[src/rfr_pkg.sv]
`default_nettype none

package rfr_pkg;

  // Default storage shape.
  localparam int DEPTH_DEF     = 256;
  localparam int ITEM_BITS_DEF = 32;

  // Fixed field widths of the channels.
  localparam int ACT_W   = 3;
  localparam int DATA_W  = 32;
  localparam int SLOT_W  = 8;
  localparam int COUNT_W = 9;

  // Capacity register value after reset.
  localparam logic [COUNT_W-1:0] CAP_RESET = 9'd256;

  // Action codes.
  localparam logic [ACT_W-1:0] ACT_PUSH    = 3'd0;
  localparam logic [ACT_W-1:0] ACT_POP     = 3'd1;
  localparam logic [ACT_W-1:0] ACT_TAKE    = 3'd2;
  localparam logic [ACT_W-1:0] ACT_RELEASE = 3'd3;
  localparam logic [ACT_W-1:0] ACT_RESERVE = 3'd4;
  localparam logic [ACT_W-1:0] ACT_COMMIT  = 3'd5;
  localparam logic [ACT_W-1:0] ACT_CLEAR   = 3'd6;

  typedef struct packed {
    logic [ACT_W-1:0]  action;
    logic [DATA_W-1:0] item_data;
    logic              overwrite_when_full;
  } in_item_t;

  typedef struct packed {
    logic               ok;
    logic [DATA_W-1:0]  read_data;
    logic [SLOT_W-1:0]  slot_index;
    logic [COUNT_W-1:0] stored_count;
    logic [COUNT_W-1:0] taken_count;
    logic               reservation_open;
  } out_item_t;

  // Commands from the controller to the datapath.
  typedef struct packed {
    logic latch_in;
    logic rem_start;
    logic mem_rd;
    logic exec;
  } dp_cmd_t;

  // Status from the datapath to the controller.
  typedef struct packed {
    logic is_take;
    logic rem_done;
    logic out_free;
  } dp_status_t;

endpackage

`default_nettype wire

[src/rfr_ctrl.sv]
`default_nettype none

// Sequencer: accept, dispatch, optional slot remainder and read, execute.
module rfr_ctrl
  import rfr_pkg::*;
(
  input  wire logic       clk,
  input  wire logic       rst_n,
  input  wire logic       in_valid,
  output logic            in_ready,
  input  wire dp_status_t status,
  output dp_cmd_t         cmd
);

  typedef enum logic [2:0] {
    ST_IDLE,
    ST_DISPATCH,
    ST_MOD,
    ST_READ,
    ST_EXEC
  } state_t;

  state_t state_r;
  logic   in_ready_r;

  // Commands decoded from the present state.
  always_comb begin
    cmd.latch_in  = in_valid && in_ready_r;
    cmd.rem_start = (state_r == ST_DISPATCH) && status.is_take;
    cmd.mem_rd    = ((state_r == ST_DISPATCH) && !status.is_take) || (state_r == ST_READ);
    cmd.exec      = (state_r == ST_EXEC) && status.out_free;
  end

  always_ff @(posedge clk) begin
    if (!rst_n) begin
      state_r    <= ST_IDLE;
      in_ready_r <= 1'b1;
    end else begin
      case (state_r)
        ST_IDLE: begin
          if (in_valid && in_ready_r) begin
            in_ready_r <= 1'b0;
            state_r    <= ST_DISPATCH;
          end
        end
        ST_DISPATCH: begin
          if (status.is_take) begin
            state_r <= ST_MOD;
          end else begin
            state_r <= ST_EXEC;
          end
        end
        ST_MOD: begin
          if (status.rem_done) begin
            state_r <= ST_READ;
          end
        end
        ST_READ: begin
          state_r <= ST_EXEC;
        end
        ST_EXEC: begin
          if (status.out_free) begin
            in_ready_r <= 1'b1;
            state_r    <= ST_IDLE;
          end
        end
        default: begin
          in_ready_r <= 1'b1;
          state_r    <= ST_IDLE;
        end
      endcase
    end
  end

  assign in_ready = in_ready_r;

endmodule

`default_nettype wire

[config.mk]
export PLATFORM = sky130hd
export DESIGN_NAME = rfr_ctrl
export DESIGN_NICKNAME = d
export VERILOG_FILES = /design/src/rfr_pkg.sv /design/src/rfr_ctrl.sv
export SDC_FILE = /design/constraint.sdc
export NUM_CORES = 1
export LEC_CHECK = 0
export ABC_AREA = 1
export BUFFER_PORTS_ARGS = -buffer_cell sky130_fd_sc_hd__buf_2
export CAP_MARGIN = 20
export CORE_AREA = 2 2 39 41
export CTS_CLUSTER_SIZE = 12
export DETAILED_ROUTE_END_ITERATION = 8
export DIE_AREA = 0 0 41 43
export GPL_ROUTABILITY_DRIVEN = 0
export GPL_TIMING_DRIVEN = 0
export RECOVER_POWER = 50
export SYNTH_ARGS = -nofsm -noshare
export SYNTH_HDL_FRONTEND = slang
export SYNTH_SLANG_ARGS = --single-unit
[constraint.sdc]
create_clock -name clk -period 0.9 [get_ports clk]
set_input_delay 0.045 -clock clk [delete_from_list [all_inputs] [get_ports clk]]
set_output_delay 0.045 -clock clk [all_outputs]
set_load 0.05 [all_outputs]
**Yosys cells after proc, flatten, opt, wreduce, memory -nomap -nowiden**

Cells that the tools add are included.

- Bits in read-only memories: 0
- Output and inout bits: 5
- Bits in latches: 0
- Bits in registers: 4
- Word-level logic and storage cells: 28
- Input port bits: 6
- Memory bits (writable): 0
- Memories kept: 0

- Equality and inequality tests: 7
- Mux-type cells: 8
- Multiply operators: 0
- $add $sub $neg: 0
- Divide/modulo/power cells: 0
- $lt $le $gt $ge: 0
- Shift-type cells: 0
- Reduce and logical (&&, ||, !) cells: 10
- Bitwise logic cells: 1

Operators by type and width:

| operator | number |
|---|---|
| $pmux W3 S5 | 1 |
| $mux W3 | 4 |
| $eq A3 B2 Y1 const B | 2 |
| $ne A2 B2 Y1 const B | 3 |
| $reduce_and A3 Y1 | 2 |
| $logic_and A1 B1 Y1 | 4 |
| $eq A3 B1 Y1 const B | 1 |
| $eq A3 B3 Y1 const B | 1 |
| $logic_not A3 Y1 | 1 |
| $pmux W1 S3 | 1 |
| $reduce_or A3 Y1 | 1 |
| $mux W1 | 2 |
| $logic_not A1 Y1 | 1 |
| $logic_or A1 B1 Y1 | 1 |
| $not A1 Y1 | 1 |

**Logic depth before layout (Yosys ltp)**

- Depth after elaboration: 4
- Depth in mapped cells: 5
- Depth with buffers taken out: 5

**Worst setup path after synthesis**

No wires, ideal clock.

- Path kind: reg2out
- Start: register state_r[2]
- End: output port cmd[0] (netlist bit)
- Arrival: 1.932 ns
- Stages on the path, launching flop included: 3
- Slack: -1.077 ns
- Path through: dfxtp_1 > inv_1 > nor4_1

RTL lines:

| element | line | source |
|---|---|---|
| start, declared | rfr_ctrl.sv:23 | `state_t state_r;` |
| start signal, assigned | rfr_ctrl.sv:36 | `state_r <= ST_IDLE;` |
| start signal, assigned | rfr_ctrl.sv:43 | `state_r <= ST_DISPATCH;` |
| start signal, assigned | rfr_ctrl.sv:48 | `state_r <= ST_MOD;` |
| end, declared | rfr_ctrl.sv:12 | `output dp_cmd_t cmd` |

==> results by group <==
Outcome
  • Status: finished with violations
  • Failing checks: negative setup slack

Floorplanning
  • Core Region: 0.001384 sq mm
  • Initial Util: 0.1519
  • Die H: 43 um
  • Die footprint: 0.001763 sq mm
  • Die width: 41 um
  • Core Rows: 14
  • I/O pin total: 11

Yosys
  • Syn_nets: 38
  • Cells after synthesis: 32
  • Seq/Total Area, Yosys: 0.3810
  • Mean Syn Cell Area: 6.569 sq um
  • Synth cell types: 11
  • Post-Syn Area: 210.2 sq um
  • Register bit total from synthesis: 4
  • Yosys warning total: 0

Clock network
  • H-Tree Depth: 1
  • CTS buffer count: 3
  • Clock sinks: 4
  • Clock buffer depth: 2
  • CTS tree: built
  • Worst skew pair latency: 0.24 ns
  • Worst-path clk slew: 0.04 ns
  • CTS root buf: clkbuf_4

Setup path
  • Slowest cell on the critical path: dfxtp_4
  • Critical Path RT: 0.85 ns
  • Critical path class: reg2out
  • Worst Path Max Fanout: 5
  • CP max stage delay: 0.36 ns
  • Type of origin of the critical path: flop
  • Worst EP arrival: 1.07 ns
  • Ordered list of cells on the worst path: nor4_4 > buf_6
  • CP Capture Type: output pin

Global routing
  • Global route total overflow: 0
  • Vias in the first global route: 266
  • First-pass GRT wire length: 910 um
  • Initial antenna violation count: 0
  • Total track usage: 0.08216
  • Largest net degree at the start of global routing: 6

Final layout
  • Area Overhead vs Synth: 126.8%
  • N_diodes: 0
  • Final Core Density: 0.3445
  • Share of cells above drive strength 1: 0.6923
  • Total Nets Final: 59

Worst hold path
  • Worst hold path type: in2reg

Drt
  • ANT nets after route: 0
  • Via Count: 273
  • Routed WL: 576 um
  • Initial DRC Count: 2
  • Per-cell routed wire length: 8.471 um
  • Via/cell ratio: 4.015
  • Initial DRT Pass Iterations: 3
  • DRC viols: 0

Pwr
  • Pleak: 0.2023 nW
  • Final Power: 0.9954 mW
  • Peak VDD IR: 0.6113 mV
  • PD cells: 2088 mW/mm^2

Timing
  • Post-Route Setup TNS: -0.8848 ns
  • RSZ-0062 raised after global routing: yes
  • Slew Limit Fails: 0
  • Max-slew headroom: 0.8645
  • Final setup vio count: 8
  • Setup Skew: 0.006558 ns
  • Final Hold Viols: 0
  • Setup ws final: -0.2107 ns
  • Worst Tran Pin Value: 0.2017 ns
  • Fmax: 900.3 MHz
  • Hold slack: 0.08677 ns
  • Final min period: 1.111 ns
  • Crit share post-route: 1.234

Flow run
  • Max-Cap Viols: 0

Place
  • DP Wirelength: 413.5 um
  • Pre-CTS WS: -0.1334 ns
  • IO Port Bufs: 10
## critical path, delay by kind of cell (launching register included)
kind                   cells  cell delay, ns
buffers and inverters      1            0.19
DFF                        1            0.36
and+or+nand+nor            1            0.28
## layout make-up
class	count	area, sq um
Clock buffer	4	26.28
Multi-Input combinational cell	20	165.2
Sequential cell	4	92.59
Inverter	8	36.28
Timing Repair Buffer	16	136.4
Tap cell	16	20.02
Fill cell	153	907.1
## cells in the final DEF (no fill, tap or decap), drive strengths merged
cell type and n:
nand3 4, nor2 4, nand3b 1, o21ai 2
nand4 1, inv 7, clkbuf 4, clkinvlp 1
nand2 3, dfxtp 4, dlygate4sd3 1, nor4 2
buf 15, a21oi 3
## cell usage after synthesis
| library cell | n | area, sq um |
|---|---|---|
| nand2_1 | 3 | 11.26 |
| dfxtp_1 | 4 | 80.08 |
| nand3b_1 | 1 | 7.510 |
| nand3_1 | 4 | 20.02 |
| a21oi_1 | 3 | 15.01 |
| nand4_1 | 1 | 6.260 |
| o21ai_1 | 2 | 10.01 |
| nor4_1 | 2 | 12.51 |
| inv_1 | 8 | 30.03 |
| nor2_2 | 1 | 6.260 |
| nor2_1 | 3 | 11.26 |
## power by group
group	switching, mW	internal, mW
Combinational	0.264	0.207
Clock	0.0825	0.167
Sequential	0.0563	0.218
## flip-flops by register name, summed over array words and instances (netlist names)
name      flops
state_r       3
in_ready      1
## metrics by stage
step,area (sq um),std cells
global placement,334.1,58
detailed placement,334.1,58
global route,476.7,68
floorplan,264.0,32
CTS,470.5,70
finish,476.7,68
## logic make-up after synthesis
kind of cell / synth area share
flip-flops: 0.3810
buffers and inverters: 0.1429
AO/OA/AOI/OAI: 0.1190
AND/OR/NAND/NOR: 0.3572
## layer usage
| layer | GRT usage | part of all wire | up-vias |
|---|---|---|---|
| met1 | 0.07029 | 0.39 | 124 |
| met2 | 0.1219 | 0.56 | 5 |
| met4 | 0.1000 | 0 | 0 |
| li1 | - | - | 144 |
| met3 | 0.03141 | 0.052 | 0 |
| met5 | 0 | 0 | - |
## worst paths after layout
| check | startpoint | to | slack [ns] | cells past startpoint |
|---|---|---|---|---|
| max | state_r[2] | cmd[2] | -0.21 | 2 |
| min | status[2] | state_r[1] | 0.09 | 3 |
| max reg2reg | state_r[0] | in_ready | -0.10 | 5 |
| min reg2reg | in_ready | in_ready | 0.51 | 2 |
## timing repair
item                       in CTS  in global routing
setup endpoints to repair       8                  8
hold buffers                    1                  0
setup buffers                   7                  0
pin swaps                       1                  2
gates resized for setup        18                  6
hold endpoints to repair        1                  0
(Power assumes the default switching activity.)
